$ cat src/rtl/srsw_pkg.sv
// Package with the mark codes, opcodes and fixed widths of the send window core.
package srsw_pkg;

   // Per-slot mark held in the mark store.
   typedef enum logic [1:0] {
      MARK_SENT   = 2'd0,
      MARK_FREE   = 2'd1,
      MARK_RESEND = 2'd2,
      MARK_ACKED  = 2'd3
   } mark_type;

   // Opcodes carried on the request tuser.
   localparam logic [1:0] FUNC_SEND = 2'd0;
   localparam logic [1:0] FUNC_ACK  = 2'd1;
   localparam logic [1:0] FUNC_POLL = 2'd2;

   // Configuration register indexes.
   localparam logic CSR_TOTAL_PACKETS = 1'b0;
   localparam logic CSR_TIMEOUT_POLLS = 1'b1;

   // Fixed widths and reset values.
   localparam int REQ_DATA_W = 8;
   localparam int REQ_USER_W = 2;
   localparam int RSP_DATA_W = 24;
   localparam int CSR_DATA_W = 16;
   localparam logic [7:0]  TIMEOUT_RESET = 8'd20;
   localparam logic [16:0] SENT_MAX = 17'h1FFFF;

endpackage

$ cat src/rtl/srsw_mark_store.sv
// Slot mark memory with per-entry valid bits; an unwritten entry reads as free.
module srsw_mark_store
   import srsw_pkg::*;
#(
   parameter int SEQ_COUNT = 32
) (
   input  logic                         clock,
   input  logic                         reset,
   input  logic [$clog2(SEQ_COUNT)-1:0] rd_addr,
   output mark_type                     rd_mark,
   input  logic                         wr_en,
   input  logic [$clog2(SEQ_COUNT)-1:0] wr_addr,
   input  mark_type                     wr_data
);

   mark_type               mark_mem_ff [SEQ_COUNT];
   mark_type               rd_data_ff;
   logic                   rd_valid_ff;
   logic [SEQ_COUNT-1:0]   valid_ff;
   logic [SEQ_COUNT-1:0]   valid_in;

   // Memory write and registered read.
   always_ff @(posedge clock) begin
      if (wr_en) begin
         mark_mem_ff[wr_addr] <= wr_data;
      end
      rd_data_ff <= mark_mem_ff[rd_addr];
   end

   // A written entry becomes valid; reset clears all of them at once.
   always_comb begin
      valid_in = valid_ff;
      if (wr_en) begin
         valid_in[wr_addr] = 1'b1;
      end
   end

   always_ff @(posedge clock) begin
      if (reset) begin
         valid_ff    <= '0;
         rd_valid_ff <= 1'b0;
      end else begin
         valid_ff    <= valid_in;
         rd_valid_ff <= valid_ff[rd_addr];
      end
   end

   assign rd_mark = rd_valid_ff ? rd_data_ff : MARK_FREE;

endmodule

$ cat src/rtl/selective_repeat_send_window_core.sv
// Top level of the selective-repeat sender window tracker.
//
// Requests arrive on req_: tuser carries the opcode (send, ack, idle poll),
// tdata the raw ack byte. Every request gives exactly one response word on
// rsp_ with the grant, the wire sequence number, the window base and next
// sequence number, the timeout flag and the number of slots marked for resend.
// Write packet budget and poll limit on csr_ only while idle (not enforced).
//
// One request is processed at a time by a small sequencer around the slot mark
// memory, which has one read and one write port. A send reads its slot, then
// checks it and grants if allowed. An ack in the window writes its mark, then
// slides the base over the slots visited (slots slid plus one). A timeout poll
// scans min(WINDOW, SEQ_COUNT) slots; each slot takes a read and a check state.
// Other polls and ignored acks go straight to the response. A new request is
// accepted no sooner than the cycle after the response is loaded.
//
// Reset clears the window, counters and mark valid bits, so every slot reads as
// free afterward. The response sits in an output register: when the receiver
// stalls, the block still takes and processes the next request, then holds it
// in the finish state until the earlier word is taken.
module selective_repeat_send_window_core
   import srsw_pkg::*;
#(
   parameter int SEQ_COUNT = 32,
   parameter int WINDOW    = 16
) (
   input  logic                  clock,
   input  logic                  reset,
   // Request channel
   input  logic                  req_tvalid,
   output logic                  req_tready,
   input  logic [REQ_DATA_W-1:0] req_tdata,  // [7:0] ack_byte
   input  logic [REQ_USER_W-1:0] req_tuser,  // [1:0] func
   // Response channel
   output logic                  rsp_tvalid,
   input  logic                  rsp_tready,
   // [0] send_granted, [6:1] send_seq_wire, [11:7] window_base,
   // [16:12] next_seq, [17] timed_out, [22:18] resend_count, [23] zero
   output logic [RSP_DATA_W-1:0] rsp_tdata,
   // Configuration write port
   input  logic                  csr_we,
   input  logic                  csr_addr,
   input  logic [CSR_DATA_W-1:0] csr_wdata
);

   localparam int SEQ_W = $clog2(SEQ_COUNT);
   localparam int CNT_W = $clog2(SEQ_COUNT + 1);
   localparam int SPAN  = (WINDOW < SEQ_COUNT) ? WINDOW : SEQ_COUNT;

   typedef enum logic [8:0] {
      ST_IDLE      = 9'b000000001,
      ST_DECODE    = 9'b000000010,
      ST_SEND_CHK  = 9'b000000100,
      ST_SLIDE_RD  = 9'b000001000,
      ST_SLIDE_CHK = 9'b000010000,
      ST_SCAN_RD   = 9'b000100000,
      ST_SCAN_CHK  = 9'b001000000,
      ST_FINISH    = 9'b010000000,
      ST_SPARE     = 9'b100000000
   } state_type;

   state_type              state_ff,     state_in;
   logic [SEQ_W-1:0]       base_ff,      base_in;
   logic [SEQ_W-1:0]       send_ff,      send_in;
   logic [16:0]            sent_ff,      sent_in;
   logic [7:0]             wait_ff,      wait_in;
   logic [15:0]            total_ff,     total_in;
   logic [7:0]             timeout_ff,   timeout_in;
   logic [1:0]             func_ff,      func_in;
   logic [7:0]             ack_ff,       ack_in;
   logic [SEQ_W-1:0]       ptr_ff,       ptr_in;
   logic [CNT_W-1:0]       step_ff,      step_in;
   logic [CNT_W-1:0]       cnt_ff,       cnt_in;
   logic                   granted_ff,   granted_in;
   logic [5:0]             wire_ff,      wire_in;
   logic                   tout_ff,      tout_in;
   logic                   rsp_valid_ff, rsp_valid_in;
   logic [RSP_DATA_W-1:0]  rsp_data_ff,  rsp_data_in;

   logic [SEQ_W-1:0]       rd_addr;
   mark_type               rd_mark;
   logic                   wr_en;
   logic [SEQ_W-1:0]       wr_addr;
   mark_type               wr_data;

   logic [7:0]             ack_idx;
   logic [SEQ_W-1:0]       ack_slot;
   logic                   ack_ok;
   logic [8:0]             poll_next;
   logic [4:0]             resend_sat;

   // Distance from one sequence number forward to another, modulo SEQ_COUNT.
   function automatic logic [SEQ_W-1:0] seq_dist(input logic [SEQ_W-1:0] from_seq,
                                                 input logic [SEQ_W-1:0] to_seq);
      logic [SEQ_W:0] diff;
      diff = {1'b0, to_seq} - {1'b0, from_seq};
      if (diff[SEQ_W]) begin
         diff = diff + (SEQ_W + 1)'(SEQ_COUNT);
      end
      return diff[SEQ_W-1:0];
   endfunction

   // Next sequence number with wraparound.
   function automatic logic [SEQ_W-1:0] seq_inc(input logic [SEQ_W-1:0] seq);
      logic [SEQ_W-1:0] nxt;
      nxt = (seq == SEQ_W'(SEQ_COUNT - 1)) ? '0 : seq + 1'b1;
      return nxt;
   endfunction

   srsw_mark_store #(
      .SEQ_COUNT (SEQ_COUNT)
   ) u_mark_store (
      .clock   (clock),
      .reset   (reset),
      .rd_addr (rd_addr),
      .rd_mark (rd_mark),
      .wr_en   (wr_en),
      .wr_addr (wr_addr),
      .wr_data (wr_data)
   );

   // Ack window test on the captured ack byte.
   assign ack_idx  = ack_ff - 8'd1;
   assign ack_slot = ack_idx[SEQ_W-1:0];
   assign ack_ok   = (ack_ff != 8'd0) && (ack_idx < 8'(SEQ_COUNT)) &&
                     (8'(seq_dist(base_ff, ack_slot)) < 8'(WINDOW));

   assign poll_next  = {1'b0, wait_ff} + 9'd1;
   assign resend_sat = (8'(cnt_ff) > 8'd31) ? 5'd31 : 5'(cnt_ff);

   // Sequencer and datapath next values.
   always_comb begin
      state_in     = state_ff;
      base_in      = base_ff;
      send_in      = send_ff;
      sent_in      = sent_ff;
      wait_in      = wait_ff;
      total_in     = total_ff;
      timeout_in   = timeout_ff;
      func_in      = func_ff;
      ack_in       = ack_ff;
      ptr_in       = ptr_ff;
      step_in      = step_ff;
      cnt_in       = cnt_ff;
      granted_in   = granted_ff;
      wire_in      = wire_ff;
      tout_in      = tout_ff;
      rsp_valid_in = rsp_valid_ff && !rsp_tready;
      rsp_data_in  = rsp_data_ff;
      rd_addr      = base_ff;
      wr_en        = 1'b0;
      wr_addr      = base_ff;
      wr_data      = MARK_FREE;

      // Configuration writes.
      if (csr_we) begin
         case (csr_addr)
            CSR_TOTAL_PACKETS: total_in   = csr_wdata;
            CSR_TIMEOUT_POLLS: timeout_in = csr_wdata[7:0];
            default: ;
         endcase
      end

      case (state_ff)
         ST_IDLE: begin
            if (req_tvalid) begin
               func_in  = req_tuser;
               ack_in   = req_tdata;
               state_in = ST_DECODE;
            end
         end

         // Dispatch on the opcode; the slot at send_seq is read here for a send.
         ST_DECODE: begin
            rd_addr    = send_ff;
            granted_in = 1'b0;
            wire_in    = 6'd0;
            tout_in    = 1'b0;
            cnt_in     = '0;
            step_in    = '0;
            state_in   = ST_FINISH;
            case (func_ff)
               FUNC_SEND: begin
                  state_in = ST_SEND_CHK;
               end
               FUNC_ACK: begin
                  if (ack_ok) begin
                     wr_en    = 1'b1;
                     wr_addr  = ack_slot;
                     wr_data  = MARK_ACKED;
                     wait_in  = 8'd0;
                     state_in = ST_SLIDE_RD;
                  end
               end
               FUNC_POLL: begin
                  if (poll_next > {1'b0, timeout_ff}) begin
                     ptr_in   = base_ff;
                     state_in = ST_SCAN_RD;
                  end else begin
                     wait_in = poll_next[7:0];
                  end
               end
               default: ;
            endcase
         end

         // Grant when inside the window, the slot is sendable and within budget.
         ST_SEND_CHK: begin
            state_in = ST_FINISH;
            if ((8'(seq_dist(base_ff, send_ff)) < 8'(WINDOW)) &&
                (rd_mark == MARK_FREE || rd_mark == MARK_RESEND) &&
                (sent_ff <= (17'(total_ff) + 17'(WINDOW)))) begin
               granted_in = 1'b1;
               wire_in    = 6'({1'b0, send_ff} + (SEQ_W + 1)'(1));
               wr_en      = 1'b1;
               wr_addr    = send_ff;
               wr_data    = MARK_SENT;
               send_in    = seq_inc(send_ff);
               if (sent_ff != SENT_MAX) begin
                  sent_in = sent_ff + 17'd1;
               end
            end
         end

         ST_SLIDE_RD: begin
            rd_addr  = base_ff;
            state_in = ST_SLIDE_CHK;
         end

         // Free an acked base slot and move the base on.
         ST_SLIDE_CHK: begin
            if (rd_mark == MARK_ACKED && step_ff < CNT_W'(SEQ_COUNT)) begin
               wr_en    = 1'b1;
               wr_addr  = base_ff;
               wr_data  = MARK_FREE;
               base_in  = seq_inc(base_ff);
               step_in  = step_ff + 1'b1;
               state_in = ST_SLIDE_RD;
            end else begin
               state_in = ST_FINISH;
            end
         end

         ST_SCAN_RD: begin
            rd_addr  = ptr_ff;
            state_in = ST_SCAN_CHK;
         end

         // Mark unacked window slots for resend, then rewind.
         ST_SCAN_CHK: begin
            if (rd_mark == MARK_SENT) begin
               wr_en   = 1'b1;
               wr_addr = ptr_ff;
               wr_data = MARK_RESEND;
               cnt_in  = cnt_ff + 1'b1;
            end
            ptr_in  = seq_inc(ptr_ff);
            step_in = step_ff + 1'b1;
            if (step_ff == CNT_W'(SPAN - 1)) begin
               sent_in  = (sent_ff > 17'(cnt_in)) ? sent_ff - 17'(cnt_in) : 17'd0;
               send_in  = base_ff;
               wait_in  = 8'd0;
               tout_in  = 1'b1;
               state_in = ST_FINISH;
            end else begin
               state_in = ST_SCAN_RD;
            end
         end

         // Load the response word once the output register is free.
         ST_FINISH: begin
            if (!rsp_valid_ff || rsp_tready) begin
               rsp_valid_in = 1'b1;
               rsp_data_in  = {1'b0, resend_sat, tout_ff, 5'(send_ff), 5'(base_ff),
                               wire_ff, granted_ff};
               state_in     = ST_IDLE;
            end
         end

         default: begin
            state_in = ST_IDLE;
         end
      endcase
   end

   // Control state with synchronous reset.
   always_ff @(posedge clock) begin
      if (reset) begin
         state_ff     <= ST_IDLE;
         base_ff      <= '0;
         send_ff      <= '0;
         sent_ff      <= '0;
         wait_ff      <= '0;
         total_ff     <= '0;
         timeout_ff   <= TIMEOUT_RESET;
         rsp_valid_ff <= 1'b0;
      end else begin
         state_ff     <= state_in;
         base_ff      <= base_in;
         send_ff      <= send_in;
         sent_ff      <= sent_in;
         wait_ff      <= wait_in;
         total_ff     <= total_in;
         timeout_ff   <= timeout_in;
         rsp_valid_ff <= rsp_valid_in;
      end
   end

   // Payload registers.
   always_ff @(posedge clock) begin
      func_ff     <= func_in;
      ack_ff      <= ack_in;
      ptr_ff      <= ptr_in;
      step_ff     <= step_in;
      cnt_ff      <= cnt_in;
      granted_ff  <= granted_in;
      wire_ff     <= wire_in;
      tout_ff     <= tout_in;
      rsp_data_ff <= rsp_data_in;
   end

   assign req_tready = (state_ff == ST_IDLE);
   assign rsp_tvalid = rsp_valid_ff;
   assign rsp_tdata  = rsp_data_ff;

endmodule

$ cat config.mk
export PLATFORM = sky130hd
export DESIGN_NAME = selective_repeat_send_window_core
export DESIGN_NICKNAME = d
export VERILOG_FILES = /design/src/rtl/srsw_pkg.sv /design/src/rtl/srsw_mark_store.sv /design/src/rtl/selective_repeat_send_window_core.sv
export SDC_FILE = /design/constraint.sdc
export NUM_CORES = 1
export LEC_CHECK = 0
export ABC_CLOCK_PERIOD_IN_PS = 4750
export BUFFER_PORTS_ARGS = -buffer_cell sky130_fd_sc_hd__buf_4
export CAP_MARGIN = 20
export CORE_MARGIN = 2
export CORE_UTILIZATION = 40
export DETAILED_ROUTE_END_ITERATION = 7
export GPL_ROUTABILITY_DRIVEN = 0
export PLACE_DENSITY = 0.63
export SYNTH_ARGS = -nofsm -noshare
export SYNTH_HDL_FRONTEND = slang
export SYNTH_SLANG_ARGS = --single-unit
$ cat constraint.sdc
create_clock -name clock -period 4.75 [get_ports clock]
set_input_delay 0.2375 -clock clock [delete_from_list [all_inputs] [get_ports clock]]
set_output_delay 0.2375 -clock clock [all_outputs]
set_load 0.01 [all_outputs]
==> reports/summary.txt <==
Status: complete, no violations
Final number of setup-violating endpoints: 0
Fmax: 230.9 MHz
CTS H-tree depth: 1
Die Width: 178.1 um
Clk Latency, worst-skew pair: 0.52 ns
WP buf/inv: 0
Worst reg2reg path startpoint: total_ff[6]
Setup TNS: 0 ns
Syn avg cell area: 9.767 um^2
Worst Reg2Reg Path Length in Cells: 15
Routed length per placed instance: 17.41 um
Num CTS Buffers: 25
DRT Pass-1 Iters: 5
Worst Hold Class: in2reg
Rel. slew slack: 0.3617
Worst slew pin tran: 0.9554 ns
Core area: 29720 um^2
Area grow syn2layout: 15.01%
Synthesized instance count: 1241
Total power: 4252 uW
GRT Util Overall: 0.1880
# DRC: 0
HPWL after DPL: 20990 um
Peak VDD IR: 208.5 uV
Top cell type's share of synthesized area: 0.3023
Leakage: 0.005172 uW
Yosys reg bits: 225
Count of pins over their slew limit: 0
Final ANT Viol Nets: 0
Via density: 5.565
Ys Warns: 0
Fin crit period: 4.331 ns
MaxCap Viol Count: 0
Final nets: 1394
RSZ-0062 raised after global routing: no
Initial antenna violation count: 0
Layout cell share with drive strength beyond 1: 0.1180
Number of synthesized flops with an enable pin: 122
Commonest non-fill, non-tap cell in the layout: nand2_1
Most frequent cells in the layout: nand2_1 (145), edfxtp_1 (122), nor2_1 (120)
Syn Std Cell Area: 12120 um^2
Crit. End Element: register
CP required: 5.00 ns
DRT iter0 DRCs: 673
Hold Path Depth: 3
Die footprint: 31710 um^2
Distinct cell type count after synthesis: 89
Top post-synthesis cells by area: edfxtp_1 (30%), dfxtp_1 (17%), ha_1 (5.9%)
Sequential-to-total area share from yosys stat: 0.4724
Die height: 178.1 um
Async S/R FF share, synth: 0
Syn nets: 1331
I/O pin total: 58
Max FO, Critical Path: 12
Clk_skew: 0.01135 ns
Final WL: 29800 um
Period utilization: 0.9119
Crit path DAT: 4.58 ns
Rows: 63
Leading area contributor after synthesis: edfxtp_1
Max Buffers Root-to-Sink: 3
Vias in the first global route: 8903
First-pass GRT wire length: 47580 um
Diode count: 0
Worst Hold Path EP: rsp_tvalid
Root Driver: clkbuf_16
Clk slew on worst S/H paths: 0.06 ns
CP top delay family: compound AO/OA/AOI/OAI gates
PortBufs: 56
Flop-to-flop setup slack: 0.42 ns
Cell mode on critical path: nor2_1
Via count: 9528
Pin count of the biggest net entering global routing: 68
Cell chain of the critical path: nand3_1 > nor2_1 > nand2_1 > nor2_1 > nand3_1 > xor2_1 > ha_1 > a211oi_1 > o21ai_0 > a221o_1 > o311ai_2 > nand2_2 > a221o_1 > or2b_1 > nor2_1
Global route total overflow: 0
CP max stage cell: or2b_1
Dominant synthesized flop cell: edfxtp_1
Largest stage delay, worst path: 0.63 ns
R2r endpoint: u_mark_store.mark_mem_ff[17][1]
Post_cts resized: 0
Final hold vios: 0
Pwr/cell area: 305.1 nW/um^2
# clock sinks: 225
Kind of critical path: reg2reg
CTS tree: done
Initial Util: 0.4079
Crit path launch type: register
Hold Path Origin: rsp_tready
## cell usage after synthesis (all sizes together) (27+ instances only)
cell and count:
mux2i 43, edfxtp 122, nor3 30, inv 57, dfxtp 103, nand2 147, clkbuf 32, o22ai 27
nand3 35, buf 28, o21ai 44, nor2 120, a21oi 77, ha 57
## report_power, final
group	leakage (uW)	internal (uW)	switching, uW
Sequential	0.00207	2060	21.0
Clock	0.000405	1200	762
Combinational	0.00270	91.2	120
## final cells by class
class | instances | area, um^2
sequential | 225 | 5725
tap | 390 | 488.0
timing repair buffer | 96 | 785.8
fill | 2754 | 15780
clock inverter | 13 | 163.9
inverter | 59 | 234.0
multi-input combinational | 897 | 5881
clock buffer | 32 | 661.9
## per-layer routing
metal / vias to the layer above / GRT usage / routed length (um) / share of wire
met4: 0 / 0.04406 / 442 / 0.015
met2: 293 / 0.3026 / 13590 / 0.46
met3: 35 / 0.02430 / 1574 / 0.053
met5: - / 0 / 0 / 0
met1: 4540 / 0.2689 / 14190 / 0.48
li1: 4660 / - / - / -
## flip-flops by register name, indices dropped and copies added (netlist names), 8 cells and up
| signal | count |
|---|---|
| timeout_ff | 8 |
| total_ff | 16 |
| sent_ff | 17 |
| wait_ff | 8 |
| u_mark_store.mark_mem_ff | 64 |
| rsp_tdata | 23 |
| ack_ff | 8 |
| state_ff | 8 |
| u_mark_store.valid_ff | 32 |
## worst max path at each step
stage                     cells after the start        start  slack [ns]                               to
after floorplan                              15    ack_ff[0]        1.05  u_mark_store.mark_mem_ff[31][0]
after global placement                       15  total_ff[6]        0.62  u_mark_store.mark_mem_ff[13][0]
after detailed placement                     15  total_ff[6]        0.49  u_mark_store.mark_mem_ff[25][0]
after CTS                                    15  total_ff[6]        0.44  u_mark_store.mark_mem_ff[17][0]
after global routing                         15  total_ff[6]        0.05  u_mark_store.mark_mem_ff[25][1]
final                                        15  total_ff[6]        0.42  u_mark_store.mark_mem_ff[17][1]
## worst min-delay path, cell delays in order
cell and delay [ns]:
buf_4 0.08, nand2b_1 0.14, a21oi_1 0.08
## timing repair
item,4_1_cts,5_1_grt
hold endpoints to repair,34,0
setup endpoints to repair,0,0
hold buffers,26,0
setup buffers,0,0
## kinds of logic after synthesis
group,after synthesis,share of synthesized area
mux,50,0.04573
xor+xnor,37,0.02674
compound gates,272,0.1548
buf+inv,119,0.04263
fa+ha+maj,58,0.06049
flops,225,0.4724
simple gates,479,0.1969
other cells,1,0.0003094
## per-stage QoR
step	worst slack, ns	util	cells	cell area [um^2]	hold WS [ns]
2_1_floorplan	1.052	-	1241	12120	0.3364
3_3_place_gp	0.6241	0.4325	1641	12850	0.4051
3_5_place_dp	0.4925	0.4325	1641	12850	0.4054
4_1_cts	0.4433	0.4691	1712	13940	0.05949
5_1_grt	0.05352	0.4691	1712	13940	0.06828
6_report	0.4187	0.4691	1712	13940	0.07936
(Power assumes the default switching activity.)
